## config.mk

```make
export PLATFORM = sky130hd
export DESIGN_NAME = dimension_order_route_path
export DESIGN_NICKNAME = d
export VERILOG_FILES = /design/src/hw/rtl/drp_pkg.sv /design/src/hw/rtl/drp_front.sv /design/src/hw/rtl/drp_queue.sv /design/src/hw/rtl/drp_back.sv /design/src/hw/rtl/dimension_order_route_path.sv
export SDC_FILE = /design/constraint.sdc
export NUM_CORES = 2
export LEC_CHECK = 0
export BUFFER_PORTS_ARGS = -buffer_cell sky130_fd_sc_hd__buf_2
export CORE_MARGIN = 4
export CORE_UTILIZATION = 63
export CTS_CLUSTER_DIAMETER = 150
export DETAILED_ROUTE_END_ITERATION = 8
export PLACE_DENSITY_LB_ADDON = 0.25
export SYNTH_ARGS = -nofsm -noshare
export SYNTH_HDL_FRONTEND = slang
export SYNTH_SLANG_ARGS = --single-unit
```

## constraint.sdc

```tcl
create_clock -name clk_i -period 11.85 [get_ports clk_i]
set_input_delay 1.7775 -clock clk_i [delete_from_list [all_inputs] [get_ports clk_i]]
set_output_delay 1.7775 -clock clk_i [all_outputs]
set_load 0.1 [all_outputs]
```

## src/hw/rtl/drp_pkg.sv

```systemverilog
`timescale 1ns / 1ps
package drp_pkg;

  localparam int unsigned MaxDims  = 4;
  localparam int unsigned MaxRadix = 16;
  localparam int unsigned NodeW    = 16;
  localparam int unsigned DigW     = $clog2(MaxRadix);
  localparam int unsigned RadixW   = 5;
  localparam int unsigned DimsW    = 3;
  localparam int unsigned OffW     = 5;
  localparam int unsigned CntW     = 6;
  localparam int unsigned DimIdxW  = $clog2(MaxDims);
  localparam int unsigned PowW     = NodeW + 1;
  localparam int unsigned CfgIdxW  = 2;

  // configuration register indexes
  localparam logic [CfgIdxW-1:0] CfgWrap  = 2'd0;
  localparam logic [CfgIdxW-1:0] CfgRadix = 2'd1;
  localparam logic [CfgIdxW-1:0] CfgDims  = 2'd2;

  typedef logic signed [OffW-1:0] offset_t;

  typedef struct packed {
    logic                            err;
    logic [NodeW-1:0]                src_node;
    logic [MaxDims-1:0][DigW-1:0]    digits;
    offset_t [MaxDims-1:0]           offs;
    logic [CntW-1:0]                 path_len;
    logic [RadixW-1:0]               radix;
    logic [MaxDims-1:0][NodeW-1:0]   weight;
    logic [MaxDims-1:0][NodeW-1:0]   wrap_delta;
  } route_job_t;

  typedef struct packed {
    logic full;
    logic empty;
  } queue_status_t;

endpackage

```

## src/hw/rtl/drp_front.sv

```systemverilog
`timescale 1ns / 1ps
module drp_front import drp_pkg::*; (
  input  logic                clk_i,
  input  logic                rst_ni,
  input  logic                in_valid_i,
  output logic                in_ready_o,
  input  logic [NodeW-1:0]    src_i,
  input  logic [NodeW-1:0]    dst_i,
  input  logic                wrap_i,
  input  logic [RadixW-1:0]   radix_i,
  input  logic [DimsW-1:0]    dims_i,
  input  queue_status_t       qstat_i,
  output logic                push_o,
  output route_job_t          job_o
);

  localparam int unsigned PcntW  = $clog2(MaxDims + 1);
  localparam int unsigned BitW   = $clog2(DigW);
  localparam int unsigned TrialW = PowW + DigW - 1;
  localparam int unsigned ProdW  = PowW + RadixW;
  localparam int unsigned DiffW  = RadixW + 1;

  typedef enum logic [1:0] {FeIdle, FePow, FeDigit, FePush} fe_state_e;

  fe_state_e                     state_q;
  logic [PcntW-1:0]              pcnt_q;
  logic [DimIdxW-1:0]            dim_q;
  logic [BitW-1:0]               bit_q;
  logic [NodeW-1:0]              src_node_q, src_rem_q, dst_rem_q;
  logic [RadixW-1:0]             k_q;
  logic [DimsW-1:0]              nd_q;
  logic                          wrap_q;
  logic                          err_q;
  logic [PowW-1:0]               pw_q [MaxDims+1];
  logic [NodeW-1:0]              wd_q [MaxDims];
  logic [MaxDims-1:0][DigW-1:0]  sdig_q, ddig_q;

  logic                          accept;
  logic [RadixW-1:0]             k_eff;
  logic [DimsW-1:0]              nd_eff;
  logic [PcntW-1:0]              rd_idx;
  logic [PowW-1:0]               pw_rd;
  logic [ProdW-1:0]              prod;
  logic [PowW-1:0]               prod_w;
  logic                          pow_done, range_bad;
  logic [TrialW-1:0]             trial;
  logic                          ge_s, ge_d;

  assign accept     = (state_q == FeIdle) && in_valid_i;
  assign in_ready_o = (state_q == FeIdle);
  assign push_o     = (state_q == FePush) && !qstat_i.full;

  always_comb begin
    if (radix_i < RadixW'(2))             k_eff = RadixW'(2);
    else if (radix_i > RadixW'(MaxRadix)) k_eff = RadixW'(MaxRadix);
    else                                  k_eff = radix_i;
    if (dims_i == '0)                     nd_eff = DimsW'(1);
    else if (dims_i > DimsW'(MaxDims))    nd_eff = DimsW'(MaxDims);
    else                                  nd_eff = dims_i;
  end

  // the power and digit steps share one read port on the power table
  assign rd_idx    = (state_q == FePow) ? pcnt_q : PcntW'(dim_q);
  assign pw_rd     = pw_q[rd_idx];
  assign prod      = ProdW'(pw_rd) * ProdW'(k_q);
  assign prod_w    = PowW'(prod);
  assign pow_done  = (DimsW'(pcnt_q) + DimsW'(1)) == nd_q;
  assign range_bad = (PowW'(src_rem_q) >= prod_w) || (PowW'(dst_rem_q) >= prod_w);

  // restoring step: quotient digit fits DigW bits since remainder < radix * weight
  assign trial = TrialW'(pw_rd) << bit_q;
  assign ge_s  = TrialW'(src_rem_q) >= trial;
  assign ge_d  = TrialW'(dst_rem_q) >= trial;

  always_ff @(posedge clk_i or negedge rst_ni) begin
    if (!rst_ni) begin
      state_q <= FeIdle;
    end else begin
      case (state_q)
        FeIdle:  if (accept) state_q <= FePow;
        FePow: begin
          if (pow_done) state_q <= range_bad ? FePush : FeDigit;
        end
        FeDigit: if (bit_q == '0 && dim_q == '0) state_q <= FePush;
        FePush:  if (!qstat_i.full) state_q <= FeIdle;
        default: state_q <= FeIdle;
      endcase
    end
  end

  always_ff @(posedge clk_i) begin
    case (state_q)
      FeIdle: begin
        if (accept) begin
          src_node_q <= src_i;
          src_rem_q  <= src_i;
          dst_rem_q  <= dst_i;
          k_q        <= k_eff;
          nd_q       <= nd_eff;
          wrap_q     <= wrap_i;
          pw_q[0]    <= PowW'(1);
          pcnt_q     <= '0;
          sdig_q     <= '0;
          ddig_q     <= '0;
          err_q      <= 1'b0;
        end
      end
      FePow: begin
        pw_q[PcntW'(pcnt_q + PcntW'(1))] <= prod_w;
        wd_q[DimIdxW'(pcnt_q)]           <= NodeW'(prod_w - pw_rd);
        pcnt_q                           <= PcntW'(pcnt_q + PcntW'(1));
        if (pow_done) begin
          err_q <= range_bad;
          dim_q <= DimIdxW'(nd_q - DimsW'(1));
          bit_q <= BitW'(DigW - 1);
        end
      end
      FeDigit: begin
        sdig_q[dim_q][bit_q] <= ge_s;
        ddig_q[dim_q][bit_q] <= ge_d;
        if (ge_s) src_rem_q <= NodeW'(TrialW'(src_rem_q) - trial);
        if (ge_d) dst_rem_q <= NodeW'(TrialW'(dst_rem_q) - trial);
        if (bit_q == '0) begin
          bit_q <= BitW'(DigW - 1);
          if (dim_q != '0) dim_q <= dim_q - DimIdxW'(1);
        end else begin
          bit_q <= bit_q - BitW'(1);
        end
      end
      default: ;
    endcase
  end

  logic signed [DiffW-1:0] diff [MaxDims];
  logic signed [DiffW-1:0] half_s, k_s;
  logic                    cube;

  always_comb begin
    half_s = $signed({1'b0, k_q >> 1});
    k_s    = $signed({1'b0, k_q});
    cube   = !wrap_q && (k_q == RadixW'(2)) && (nd_q >= DimsW'(2));
    job_o.err      = err_q;
    job_o.src_node = src_node_q;
    job_o.digits   = sdig_q;
    job_o.radix    = k_q;
    job_o.path_len = '0;
    for (int i = 0; i < MaxDims; i++) begin
      diff[i] = $signed(DiffW'(ddig_q[i])) - $signed(DiffW'(sdig_q[i]));
      if (cube) begin
        diff[i] = $signed(DiffW'(ddig_q[i] ^ sdig_q[i]));
      end else if (wrap_q) begin
        if (diff[i] > half_s)  diff[i] = diff[i] - k_s;
        if (diff[i] < -half_s) diff[i] = diff[i] + k_s;
      end
      job_o.offs[i]       = OffW'(diff[i]);
      job_o.path_len      = job_o.path_len +
                            CntW'(diff[i] < 0 ? -diff[i] : diff[i]);
      job_o.weight[i]     = NodeW'(pw_q[i]);
      job_o.wrap_delta[i] = wd_q[i];
    end
  end

endmodule

```

## src/hw/rtl/drp_queue.sv

```systemverilog
`timescale 1ns / 1ps
module drp_queue import drp_pkg::*; (
  input  logic          clk_i,
  input  logic          rst_ni,
  input  logic          push_i,
  input  route_job_t    job_i,
  input  logic          pop_i,
  output route_job_t    job_o,
  output queue_status_t status_o
);

  localparam int unsigned Depth = 2;
  localparam int unsigned PtrW  = $clog2(Depth);
  localparam int unsigned CntW2 = $clog2(Depth + 1);

  route_job_t       mem_q [Depth];
  logic [PtrW-1:0]  wr_ptr_q, rd_ptr_q;
  logic [CntW2-1:0] cnt_q;

  assign status_o.full  = (cnt_q == CntW2'(Depth));
  assign status_o.empty = (cnt_q == '0);
  assign job_o          = mem_q[rd_ptr_q];

  always_ff @(posedge clk_i or negedge rst_ni) begin
    if (!rst_ni) begin
      wr_ptr_q <= '0;
      rd_ptr_q <= '0;
      cnt_q    <= '0;
    end else begin
      if (push_i) wr_ptr_q <= wr_ptr_q + PtrW'(1);
      if (pop_i)  rd_ptr_q <= rd_ptr_q + PtrW'(1);
      if (push_i && !pop_i)      cnt_q <= cnt_q + CntW2'(1);
      else if (pop_i && !push_i) cnt_q <= cnt_q - CntW2'(1);
    end
  end

  always_ff @(posedge clk_i) begin
    if (push_i) mem_q[wr_ptr_q] <= job_i;
  end

`ifndef SYNTH
  a_cnt_bound: assert property (@(posedge clk_i) disable iff (!rst_ni)
    cnt_q <= CntW2'(Depth)) else $error("queue count over depth");
  a_no_overflow: assert property (@(posedge clk_i) disable iff (!rst_ni)
    push_i |-> !status_o.full || pop_i) else $error("push into full queue");
  a_no_underflow: assert property (@(posedge clk_i) disable iff (!rst_ni)
    pop_i |-> !status_o.empty) else $error("pop from empty queue");
`endif

endmodule

```

## src/hw/rtl/drp_back.sv

```systemverilog
`timescale 1ns / 1ps
module drp_back import drp_pkg::*; (
  input  logic                 clk_i,
  input  logic                 rst_ni,
  input  route_job_t           job_i,
  input  queue_status_t        qstat_i,
  output logic                 pop_o,
  output logic                 out_valid_o,
  input  logic                 out_ready_i,
  output logic [NodeW-1:0]     hop_node_o,
  output logic [CntW-1:0]      hop_index_o,
  output logic [CntW-1:0]      distance_o,
  output offset_t [MaxDims-1:0] offs_o,
  output logic                 range_error_o,
  output logic                 last_o
);

  logic                          active_q, ov_q;
  logic [MaxDims-1:0][DigW-1:0]  dig_q;
  offset_t                       rem_q [MaxDims];
  offset_t [MaxDims-1:0]         offs_q;
  logic [NodeW-1:0]              node_q;
  logic [CntW-1:0]               hop_q, dist_q;
  logic [RadixW-1:0]             k_q;
  logic [MaxDims-1:0][NodeW-1:0] w_q, wd_q;

  logic [NodeW-1:0]              o_node_q;
  logic [CntW-1:0]               o_hop_q, o_dist_q;
  offset_t [MaxDims-1:0]         o_offs_q;
  logic                          o_err_q, o_last_q;

  logic                          advance, step;
  logic [DimIdxW-1:0]            sel;
  logic [MaxDims-1:0]            rem_nz;
  logic [DigW-1:0]               cur, kmax, nxt_dig;
  offset_t                       nxt_rem;
  logic [NodeW-1:0]              nxt_node;

  assign advance = !ov_q || out_ready_i;
  assign pop_o   = advance && !active_q && !qstat_i.empty;
  assign step    = advance && active_q;

  // lowest dimension with hops left goes first
  always_comb begin
    sel = '0;
    for (int i = MaxDims - 1; i >= 0; i--) begin
      rem_nz[i] = (rem_q[i] != '0);
      if (rem_nz[i]) sel = DimIdxW'(i);
    end
  end

  always_comb begin
    cur  = dig_q[sel];
    kmax = DigW'(k_q - RadixW'(1));
    if (rem_q[sel][OffW-1]) begin
      nxt_rem = rem_q[sel] + OffW'(1);
      if (cur == '0) begin
        nxt_dig  = kmax;
        nxt_node = node_q + wd_q[sel];
      end else begin
        nxt_dig  = cur - DigW'(1);
        nxt_node = node_q - w_q[sel];
      end
    end else begin
      nxt_rem = rem_q[sel] - OffW'(1);
      if (cur == kmax) begin
        nxt_dig  = '0;
        nxt_node = node_q - wd_q[sel];
      end else begin
        nxt_dig  = cur + DigW'(1);
        nxt_node = node_q + w_q[sel];
      end
    end
  end

  always_ff @(posedge clk_i or negedge rst_ni) begin
    if (!rst_ni) begin
      active_q <= 1'b0;
      ov_q     <= 1'b0;
    end else if (pop_o) begin
      ov_q     <= 1'b1;
      active_q <= !job_i.err && (job_i.path_len != '0);
    end else if (step) begin
      ov_q     <= 1'b1;
      active_q <= (hop_q != dist_q);
    end else if (advance) begin
      ov_q     <= 1'b0;
    end
  end

  always_ff @(posedge clk_i) begin
    if (pop_o) begin
      o_err_q  <= job_i.err;
      o_hop_q  <= '0;
      o_last_q <= job_i.err || (job_i.path_len == '0);
      if (job_i.err) begin
        o_node_q <= '0;
        o_dist_q <= '0;
        o_offs_q <= '0;
      end else begin
        o_node_q <= job_i.src_node;
        o_dist_q <= job_i.path_len;
        o_offs_q <= job_i.offs;
      end
      node_q <= job_i.src_node;
      hop_q  <= CntW'(1);
      dist_q <= job_i.path_len;
      dig_q  <= job_i.digits;
      offs_q <= job_i.offs;
      k_q    <= job_i.radix;
      w_q    <= job_i.weight;
      wd_q   <= job_i.wrap_delta;
      for (int i = 0; i < MaxDims; i++) rem_q[i] <= job_i.offs[i];
    end else if (step) begin
      dig_q[sel] <= nxt_dig;
      rem_q[sel] <= nxt_rem;
      node_q     <= nxt_node;
      hop_q      <= hop_q + CntW'(1);
      o_node_q   <= nxt_node;
      o_hop_q    <= hop_q;
      o_dist_q   <= dist_q;
      o_offs_q   <= offs_q;
      o_err_q    <= 1'b0;
      o_last_q   <= (hop_q == dist_q);
    end
  end

  assign out_valid_o   = ov_q;
  assign hop_node_o    = o_node_q;
  assign hop_index_o   = o_hop_q;
  assign distance_o    = o_dist_q;
  assign offs_o        = o_offs_q;
  assign range_error_o = o_err_q;
  assign last_o        = o_last_q;

`ifndef SYNTH
  a_active_has_hops: assert property (@(posedge clk_i) disable iff (!rst_ni)
    active_q |-> (rem_nz != '0)) else $error("walk active with no hops left");
  a_hop_in_range: assert property (@(posedge clk_i) disable iff (!rst_ni)
    ov_q && !o_err_q |-> o_hop_q <= o_dist_q) else $error("hop index past distance");
  a_err_single: assert property (@(posedge clk_i) disable iff (!rst_ni)
    ov_q && o_err_q |-> o_last_q && !active_q) else $error("range error not final");
`endif

endmodule

```

## src/hw/rtl/dimension_order_route_path.sv

```systemverilog
`timescale 1ns / 1ps
// front: accept, radix powers, digit extraction bit by bit (none on a range error), push
// back: one node per cycle if tready, distance + 1 nodes per request; one on a range error
// new input taken only once the front has pushed its last job into the two-entry job queue
// reset: asynchronous active low; clears control, config back to mesh, radix 4, 2 dimensions
module dimension_order_route_path import drp_pkg::*; (
  input  logic                clk_i,
  input  logic                rst_ni,
  input  logic                s_axis_tvalid_i,
  output logic                s_axis_tready_o,
  input  logic [31:0]         s_axis_tdata_i,  // source_node, dest_node
  output logic                m_axis_tvalid_o,
  input  logic                m_axis_tready_i,
  // hop_node, hop_index, distance, offset_dim0, offset_dim1, offset_dim2, offset_dim3
  output logic [47:0]         m_axis_tdata_o,
  output logic                m_axis_tuser_o,  // range_error
  output logic                m_axis_tlast_o,
  input  logic                cfg_valid_i,
  output logic                cfg_ready_o,
  input  logic [CfgIdxW-1:0]  cfg_index_i,
  input  logic [RadixW-1:0]   cfg_data_i
);

  logic                  wrap_q;
  logic [RadixW-1:0]     radix_q;
  logic [DimsW-1:0]      dims_q;

  logic                  push, pop;
  route_job_t            job_in, job_out;
  queue_status_t         qstat;
  logic [NodeW-1:0]      hop_node;
  logic [CntW-1:0]       hop_index, distance;
  offset_t [MaxDims-1:0] offs;

  assign cfg_ready_o = 1'b1;

  always_ff @(posedge clk_i or negedge rst_ni) begin
    if (!rst_ni) begin
      wrap_q  <= 1'b0;
      radix_q <= RadixW'(4);
      dims_q  <= DimsW'(2);
    end else if (cfg_valid_i) begin
      case (cfg_index_i)
        CfgWrap:  wrap_q  <= cfg_data_i[0];
        CfgRadix: radix_q <= cfg_data_i;
        CfgDims:  dims_q  <= cfg_data_i[DimsW-1:0];
        default: ;
      endcase
    end
  end

  drp_front u_front (
    .clk_i      (clk_i),
    .rst_ni     (rst_ni),
    .in_valid_i (s_axis_tvalid_i),
    .in_ready_o (s_axis_tready_o),
    .src_i      (s_axis_tdata_i[15:0]),
    .dst_i      (s_axis_tdata_i[31:16]),
    .wrap_i     (wrap_q),
    .radix_i    (radix_q),
    .dims_i     (dims_q),
    .qstat_i    (qstat),
    .push_o     (push),
    .job_o      (job_in)
  );

  drp_queue u_queue (
    .clk_i    (clk_i),
    .rst_ni   (rst_ni),
    .push_i   (push),
    .job_i    (job_in),
    .pop_i    (pop),
    .job_o    (job_out),
    .status_o (qstat)
  );

  drp_back u_back (
    .clk_i         (clk_i),
    .rst_ni        (rst_ni),
    .job_i         (job_out),
    .qstat_i       (qstat),
    .pop_o         (pop),
    .out_valid_o   (m_axis_tvalid_o),
    .out_ready_i   (m_axis_tready_i),
    .hop_node_o    (hop_node),
    .hop_index_o   (hop_index),
    .distance_o    (distance),
    .offs_o        (offs),
    .range_error_o (m_axis_tuser_o),
    .last_o        (m_axis_tlast_o)
  );

  assign m_axis_tdata_o = {offs, distance, hop_index, hop_node};

endmodule
```

==> impl_metrics.csv <==
group,metric,value,unit
die,die_w,285.5,um
min_path,hold_depth,0,
clock_network,cts_resized,0,
timing,tightest_slew,1.262,ns
synthesis,synth_cells,3660,
clock_network,postCtsHoldBufs,0,
finish,final_cell_mix,"edfxtp_1, nand2_1, ha_1, inv_1, nor2_1",
global_routing,antenna_found_initial,1,
worst_setup_path,r2r-start,"u_front.state_q[1]",
die,pin_count,97,
worst_setup_path,setup.worst_path.class,"reg2reg",
clock_network,clkLatencyLatePin,0.69,ns
clock_network,cts_inserted_buffers,95,
synthesis,syn_area_per_cell,13.26,sq um
worst_setup_path,reg2regPathDepth,34,
finish,n_fill_cell,5081,
job,max_cap_viol_count,0,
timing,tns,0,ns
clock_network,cts_root_buf,"clkbuf_16",
die,dieHeight,285.5,um
route,wire_per_inst,24.10,um
min_path,hp-class,"reg2reg",
finish,multiInputGateArea,18550,sq um
die,design.core.area,76200,sq um
clock_network,post_cts.repair.setup_buffers,0,
worst_setup_path,critPathRequiredTime,12.40,ns
worst_setup_path,cp-start-kind,"flip-flop",
finish,layout_commonest_cell,"edfxtp_1",
route,vias,30770,
min_path,hold_path_startpoint,"u_front.pw_q[1][8]",
timing,max_freq,0.1010,GHz
timing,rsz0062_at_grt,"false",
place,place_congestion,0.9274,
synthesis,synth-seq-cells,962,
place,portBuffers,95,
timing,drv_slew,0,
route,routed_wirelength,117900,um
global_routing,grt.overflow.total,0,
clock_network,clock_sinks,962,
timing,fin_crit_sh,0.8352,
synthesis,yosys_warnings,0,
min_path,hold_path_end,"u_queue.mem_q[0][88]",
worst_setup_path,crit_slowest_cell,"a2111oi_0",
worst_setup_path,timing.rr.end,"u_front.state_q[0]",
clock_network,cts_tree,"yes",
worst_setup_path,cpPeakStageDelay,0.63,ns
place,dp_hpwl,80640,um
synthesis,synthArstFlopShare,0.01767,
clock_network,clk_pin_slew,0.06,ns
global_routing,grt_pass1_wl,180200,um
timing,finalClockSkew,0.06021,ns
clock_network,htreeDepth,3,
finish,layout-drive-gt1-share,0.1489,
timing,hold_violations,0,
outcome,status,"complete, no violations",
worst_setup_path,worst-r2r-setup-slack,1.95,ns
global_routing,first_global_vias,30120,
synthesis,synth-edff-count,933,
finish,fin_cells,4894,
synthesis,syn_area,48530,sq um
worst_setup_path,crit_path_max_fanout,25,
finish,finalNetCount,4129,
place,placedCellCount,4719,
clock_network,cts_buffer_depth,3,
worst_setup_path,end_kind,"flip-flop",
worst_setup_path,worstPathArrival,10.45,ns
route,drt_iter0_markers,3388,
route,routed_via_density,6.288,
global_routing,grt_start_max_net_pins,152,
timing,layout_min_cycle_time,9.897,ns
synthesis,synth_flop_cell,"edfxtp_1",
die,start_util,0.6368,
timing,slew_headroom,0.1511,
finish,regArea,28690,sq um
global_routing,grtUsageTotal,0.2891,
route,drcViolationCount,0,
route,drt-pass1-iter-count,8,
die,fp-row-count,101,
die,dieArea,81540,sq um
synthesis,ys_types,113,
synthesis,syn-num-nets,4003,
finish,area_growth_syn_to_layout,10.06,%
synthesis,ys_seq_area_frac,0.5911,
timing,finalSetupViolCount,0,
route,antenna_left,0,
state kept, by name, summed over array words and instances (netlist names), 16 cells and up:
| signal | cells |
|---|---|
| u_front.wd_q | 64 |
| u_back.hop_node_o | 16 |
| u_front.dst_rem_q | 16 |
| u_back.node_q | 16 |
| u_back.offs_q | 20 |
| u_front.pw_q | 136 |
| u_back.wd_q | 64 |
| u_front.ddig_q | 16 |
| u_back.rem_q | 20 |
| u_front.src_rem_q | 16 |
| u_back.offs_o | 20 |
| u_front.job_o | 16 |
| u_back.dig_q | 16 |
| u_front.src_node_q | 16 |
| u_queue.mem_q | 382 |
| u_back.w_q | 64 |
cells in the mapped netlist, types with 11 or more instances:
cell / count / share of area
a31oi_1: 21 / 0.0027
nor3_1: 67 / 0.0069
and2_1: 17 / 0.0022
o211ai_1: 15 / 0.0023
nand2_1: 255 / 0.020
nor2_1: 222 / 0.017
mux4_2: 32 / 0.015
dfrtp_1: 15 / 0.0077
xnor2_1: 115 / 0.021
o21a_1: 20 / 0.0031
a222oi_1: 14 / 0.0029
ha_1: 234 / 0.060
a22o_1: 13 / 0.0023
o21bai_1: 11 / 0.0017
a21oi_1: 190 / 0.020
o22ai_1: 28 / 0.0036
or3_1: 11 / 0.0014
and3_1: 17 / 0.0022
o21ai_0: 124 / 0.013
a21boi_0: 22 / 0.0034
xor2_1: 63 / 0.011
fa_1: 65 / 0.027
mux2_2: 182 / 0.042
nand3_1: 52 / 0.0054
nor2b_1: 81 / 0.010
o221ai_1: 13 / 0.0023
o31ai_1: 33 / 0.0051
nand4_1: 14 / 0.0018
mux2i_1: 123 / 0.025
nand2b_1: 49 / 0.0063
a21o_1: 61 / 0.0094
clkbuf_1: 91 / 0.0070
inv_1: 228 / 0.018
dfxtp_1: 12 / 0.0050
buf_1: 19 / 0.0015
nor4_1: 11 / 0.0014
edfxtp_1: 933 / 0.58
area by class of cell:
class | count | area share
Tap cell | 1030 | 0.02413
Clock buffer | 123 | 0.04723
Antenna cell | 2 | 0.00009370
Inverter | 232 | 0.01630
Timing Repair Buffer | 155 | 0.01757
Clock inverter | 50 | 0.01028
Multi-Input combinational cell | 2340 | 0.3473
Sequential cell | 962 | 0.5371
layer usage:
metal | up-vias | global-route usage | part of all wire
met5 | - | 0 | 0.00011
met1 | 15160 | 0.4154 | 0.41
met2 | 1494 | 0.4570 | 0.46
met4 | 2 | 0.09296 | 0.032
li1 | 13890 | - | -
met3 | 230 | 0.04932 | 0.096
stage by stage:
step / setup slack (ns) / hold slack, ns / area (sq um) / util
after detailed placement: 2.035 / 0.4296 / 50340 / 0.6606
after global placement: 2.426 / 0.4219 / 50340 / 0.6606
after CTS: 2.003 / 0.4262 / 53410 / 0.7009
after floorplan: 2.537 / 0.4211 / 48530 / -
after global routing: 1.281 / 0.4424 / 53410 / 0.7009
final: 1.953 / 0.4341 / 53410 / 0.7009
worst max-delay path, delay by kind of cell (launching register included):
kind,cells,cell delay (ns)
xor gates and xnor gates,1,0.18
and+or+nand+nor,7,1.26
buffers and inverters,6,1.50
muxes,2,1.11
DFF,1,0.43
AOI/OAI and AO/OA,12,2.99
adders and majority gates,6,2.32
kinds of logic after synthesis:
group | count (synthesis) | share of synthesized area
flops | 962 | 0.5911
simple gates | 862 | 0.08748
compound gates | 662 | 0.09024
buf+inv | 358 | 0.02919
mux | 337 | 0.08245
fa+ha+maj | 300 | 0.08735
xor+xnor | 178 | 0.03213
other cells | 1 | 0.00007727
worst max path at each step:
stage,from,to
floorplan,u_front.state_q[0],u_queue.mem_q[0][0]
global placement,u_front.state_q[1],u_front.state_q[0]
detailed placement,u_front.state_q[1],u_front.state_q[0]
CTS,u_front.state_q[1],u_front.state_q[0]
global route,u_front.state_q[1],u_front.state_q[0]
finish,u_front.state_q[1],u_front.state_q[0]
Power is not shown: default switching activity piles up to over one toggle a cycle in this logic, so the estimate is an artifact.
